===== src/sv/fat32ate_pkg.sv =====
// ----------------------------------------------------------------------------
// fat32ate_pkg
// Shared types and constants of the FAT32 allocation table engine.
// ----------------------------------------------------------------------------
package fat32ate_pkg;

  localparam int KIND_W     = 2;
  localparam int CLUSTER_W  = 12;
  localparam int ENTRY_W    = 28;
  localparam int STATUS_W   = 2;
  localparam int SECTORS_W  = 6;
  localparam int ENTRY_SHIFT = 7;
  localparam int USED_W     = SECTORS_W + ENTRY_SHIFT;
  localparam int IN_DATA_W  = CLUSTER_W + ENTRY_W;
  localparam int OUT_DATA_W = 32;

  localparam logic [KIND_W-1:0] KIND_READ  = 2'd0;
  localparam logic [KIND_W-1:0] KIND_WRITE = 2'd1;
  localparam logic [KIND_W-1:0] KIND_FIND  = 2'd2;

  localparam logic [STATUS_W-1:0] ST_OK    = 2'd0;
  localparam logic [STATUS_W-1:0] ST_RANGE = 2'd1;
  localparam logic [STATUS_W-1:0] ST_FULL  = 2'd2;

  localparam logic [SECTORS_W-1:0] FAT_SECTORS_RESET = 6'd32;
  localparam logic [USED_W-1:0]    FIRST_DATA_CLUSTER = 13'd2;

  typedef struct packed {
    logic accept;
    logic clear;
    logic scan;
    logic load_resp;
    logic load_scan;
  } cmd_t;

  typedef struct packed {
    logic clear_last;
    logic in_find;
    logic scan_done;
    logic out_free;
  } sts_t;

endpackage


===== src/sv/fat32ate_ctrl.sv =====
// ----------------------------------------------------------------------------
// fat32ate_ctrl
// Controller: clearing pass, request accept, response and scan sequencing.
// ----------------------------------------------------------------------------
module fat32ate_ctrl (
  input  logic                clk,
  input  logic                rst,
  input  logic                s_tvalid,
  output logic                s_tready,
  input  fat32ate_pkg::sts_t  sts,
  output fat32ate_pkg::cmd_t  cmd
);

  import fat32ate_pkg::*;

  localparam logic [1:0] S_CLEAR = 2'd0;
  localparam logic [1:0] S_IDLE  = 2'd1;
  localparam logic [1:0] S_RESP  = 2'd2;
  localparam logic [1:0] S_SCAN  = 2'd3;

  logic [1:0] state;
  logic [1:0] state_next;

  assign s_tready = (state == S_IDLE);

  always_comb begin
    state_next = state;
    cmd        = '0;
    case (state)
      S_CLEAR: begin
        cmd.clear = 1'b1;
        if (sts.clear_last) begin
          state_next = S_IDLE;
        end
      end
      S_IDLE: begin
        if (s_tvalid) begin
          cmd.accept = 1'b1;
          state_next = sts.in_find ? S_SCAN : S_RESP;
        end
      end
      S_RESP: begin
        if (sts.out_free) begin
          cmd.load_resp = 1'b1;
          state_next    = S_IDLE;
        end
      end
      S_SCAN: begin
        if (!sts.scan_done) begin
          cmd.scan = 1'b1;
        end else if (sts.out_free) begin
          cmd.load_scan = 1'b1;
          state_next    = S_IDLE;
        end
      end
      default: begin
        state_next = S_IDLE;
      end
    endcase
  end

  always_ff @(posedge clk) begin
    if (rst) begin
      state <= S_CLEAR;
    end else begin
      state <= state_next;
    end
  end

endmodule


===== config.mk =====
export PLATFORM = sky130hd
export DESIGN_NAME = fat32ate_ctrl
export DESIGN_NICKNAME = d
export VERILOG_FILES = /design/src/sv/fat32ate_pkg.sv /design/src/sv/fat32ate_ctrl.sv
export SDC_FILE = /design/constraint.sdc
export NUM_CORES = 1
export LEC_CHECK = 0
export BUFFER_PORTS_ARGS = -buffer_cell sky130_fd_sc_hd__buf_2
export CORE_AREA = 2 2 39 41
export DETAILED_ROUTE_END_ITERATION = 6
export DIE_AREA = 0 0 41 43
export PLACE_DENSITY = 0.35
export SETUP_SLACK_MARGIN = 0.1
export SYNTH_ARGS = -nofsm -noshare
export SYNTH_HDL_FRONTEND = slang
export SYNTH_SLANG_ARGS = --single-unit

===== constraint.sdc =====
create_clock -name clk -period 1.37 [get_ports clk]
set_clock_uncertainty 0.15 [all_clocks]
set_input_delay 0 -clock clk [delete_from_list [all_inputs] [get_ports clk]]
set_output_delay 0 -clock clk [all_outputs]
set_load 0.05 [all_outputs]

==> qor.yml <==
flow_run:
  max_cap_violations: 0
setup_path:
  critPathRequiredTime_ns: 1.22
  regToRegEndpoint: "state[0]$_SDFFE_PP0P_"
  r2r_slack_ns: 0.14
  cp-start-kind: "flop"
  critPathKind: "reg -> out"
  timing.rr.start: "state[0]$_SDFFE_PP0P_"
  worstPathArrival_ns: 1.08
  cp_max_fo: 6
  cp-end-kind: "output pin"
  reg2regPathDepth: 4
die:
  die_x_um: 41
  start_util: 0.0976
  core_area_um2: 1380
  design.portCount: 13
  die-area_um2: 1760
  num_rows: 14
  die_h_um: 43
synth:
  yosysSeqAreaShare: 0.296
  synthTopCellsByArea: "dfxtp_1, a221oi_2, nor2_1, mux2i_1, a311oi_1"
  synth_cell_types: 13
  syn_inst: 17
  yosysTopAreaCell: "dfxtp_1"
  syn-cell-area_um2: 135
  yosysTopAreaCellShare: 0.296
  ys_warn_count: 0
  ys_ff_latch: 2
  syn-num-nets: 24
  avgSynthCellArea_um2: 7.95
placed_design:
  place_area_um2: 224
  place_inst: 46
  place_congestion: 0.641
  io_buffers: 12
sta:
  relSlewSlack: 0.835
  fin_crit_sh: 0.900
  hold_viol_final: 0
  fin_hold_ws_ns: 0.335
  fin_setup_tns_ns: 0
  rsz0062_at_grt: "true"
  worstMarginPinSlew_ns: 0.250
  fmax_mhz: 811
  drv_slew: 0
  setup_viol: 0
  finalCriticalPeriod_ns: 1.23
grt:
  overflow: 0
  antenna_found_initial: 0
  grt_max_degree: 7
  grt.total_usage: 0.0731
  grt_pass1_wl_um: 765
  first_global_vias: 195
clock_network:
  clkLatencyLatePin_ns: 0.23
  cts_tree: "yes"
  numCtsBuffers: 3
  clock-sinks: 2
  path_clk_slew_ns: 0.03
  cts.htree.levels: 1
  cts.path.max_buffers: 2
  root_buffer: "clkbuf_4"
finish:
  antenna_cells: 0
  final_layout_size_suffix_gt1_frac: 0.537
  layout.cells.most_common: "buf_2"
  nNetsFinal: 50
  top_regs: "state (2)"
  largest_reg_flops: 2
  final_area_um2: 348
  final_cell_mix: "buf_2, dlygate4sd3_1, clkbuf_4, buf_4, nor2_1"
  finalNonFillerCells: 57
  areaGrowthSynthToFinish_pct: 157
  regMostFlops: "state"
min_path:
  min-delay-path-class: "in -> reg"
  min-delay-start: "rst"
  holdPathEnd: "state[0]$_SDFFE_PP0P_"
  min_path_cells: 3
route:
  wl_per_cell_um: 9.40
  post-route-drc-count: 0
  vias: 218
  antenna_left: 0
  avgViaCountPerCell: 3.82
  drtIter0Drc: 1
  first_pass_iters: 4
  drt-total-wl_um: 536
power:
  leakage_nw: 0.165
  power_density_nw_per_um2: 957
  finalPower_uw: 333
  vdd_ir_drop_max_mv: 0.268
run_status:
  status: "finished, final reports clean"
[Yosys cell counts]
| cell | number |
|---|---|
| nor2_1 | 3 |
| dfxtp_1 | 2 |
| nand2_1 | 2 |
| a21oi_1 | 1 |
| a221oi_2 | 1 |
| a311oi_1 | 1 |
| and2_1 | 1 |
| and2b_2 | 1 |
| and3_1 | 1 |
| inv_1 | 1 |
| mux2i_1 | 1 |
| nand2b_1 | 1 |
| nor2b_1 | 1 |
[through the flow]
stage,utilization,setup slack [ns]
final,0.251,0.137
after global routing,0.251,0.0930
after CTS,0.237,0.0922
after detailed placement,0.162,0.254
after global placement,0.162,0.276
after floorplan,-,0.0760
[critical path, stage by stage (launching register included)]
cell and delay (ns):
dfxtp_4 0.35, and2b_2 0.22, and2_4 0.14, buf_8 0.14
[report_power, final]
part	switching, mW	internal, mW	total, mW
clock network	0.0414	0.0973	0.139
registers	0.00484	0.0640	0.0689
logic	0.0689	0.0563	0.125
[kinds of logic after synthesis]
family | after synthesis | share of synthesized area
multiplexers | 1 | 0.0741
flip-flops | 2 | 0.296
buffers and inverters | 1 | 0.0278
AO/OA/AOI/OAI | 3 | 0.213
AND/OR/NAND/NOR | 10 | 0.389
[how the worst max path moves through the flow]
| stage | endpoint | cells after the start | start | slack, ns |
|---|---|---|---|---|
| 2_1_floorplan | cmd[0] | 2 | state[1]$_SDFFE_PP0P_ | 0.08 |
| 3_5_place_dp | cmd[4] | 3 | state[0]$_SDFFE_PP0P_ | 0.25 |
| 3_3_place_gp | cmd[4] | 3 | state[0]$_SDFFE_PP0P_ | 0.28 |
| 4_1_cts | cmd[4] | 3 | state[0]$_SDFFE_PP0P_ | 0.09 |
| 5_1_grt | state[0]$_SDFFE_PP0P_ | 4 | state[0]$_SDFFE_PP0P_ | 0.09 |
| 6_report | cmd[4] | 3 | state[0]$_SDFFE_PP0P_ | 0.14 |
[what timing repair did]
action	4_1_cts	5_1_grt
hold buffers	6	0
endpoints found under the hold margin	2	0
setup endpoints to repair	2	3
buffers inserted	1	1
gates resized for setup	5	6
pin swaps	0	2
[layout make-up]
type                            instances  area [um2]
Sequential cell                         2        43.8
Inverter                                1        3.75
Clock buffer                            3        22.5
Tap cell                               16        20.0
Timing Repair Buffer                   21         164
Fill cell                             158        1040
Multi-Input combinational cell         14        93.8
[routing by layer]
| layer | part of all wire | vias up | track usage |
|---|---|---|---|
| met5 | 0 | - | 0 |
| met4 | 0.028 | 0 | 0.0800 |
| met3 | 0.11 | 2 | 0.0471 |
| met2 | 0.41 | 16 | 0.0844 |
| met1 | 0.45 | 91 | 0.0796 |
| li1 | - | 109 | - |
(Power assumes the default switching activity.)
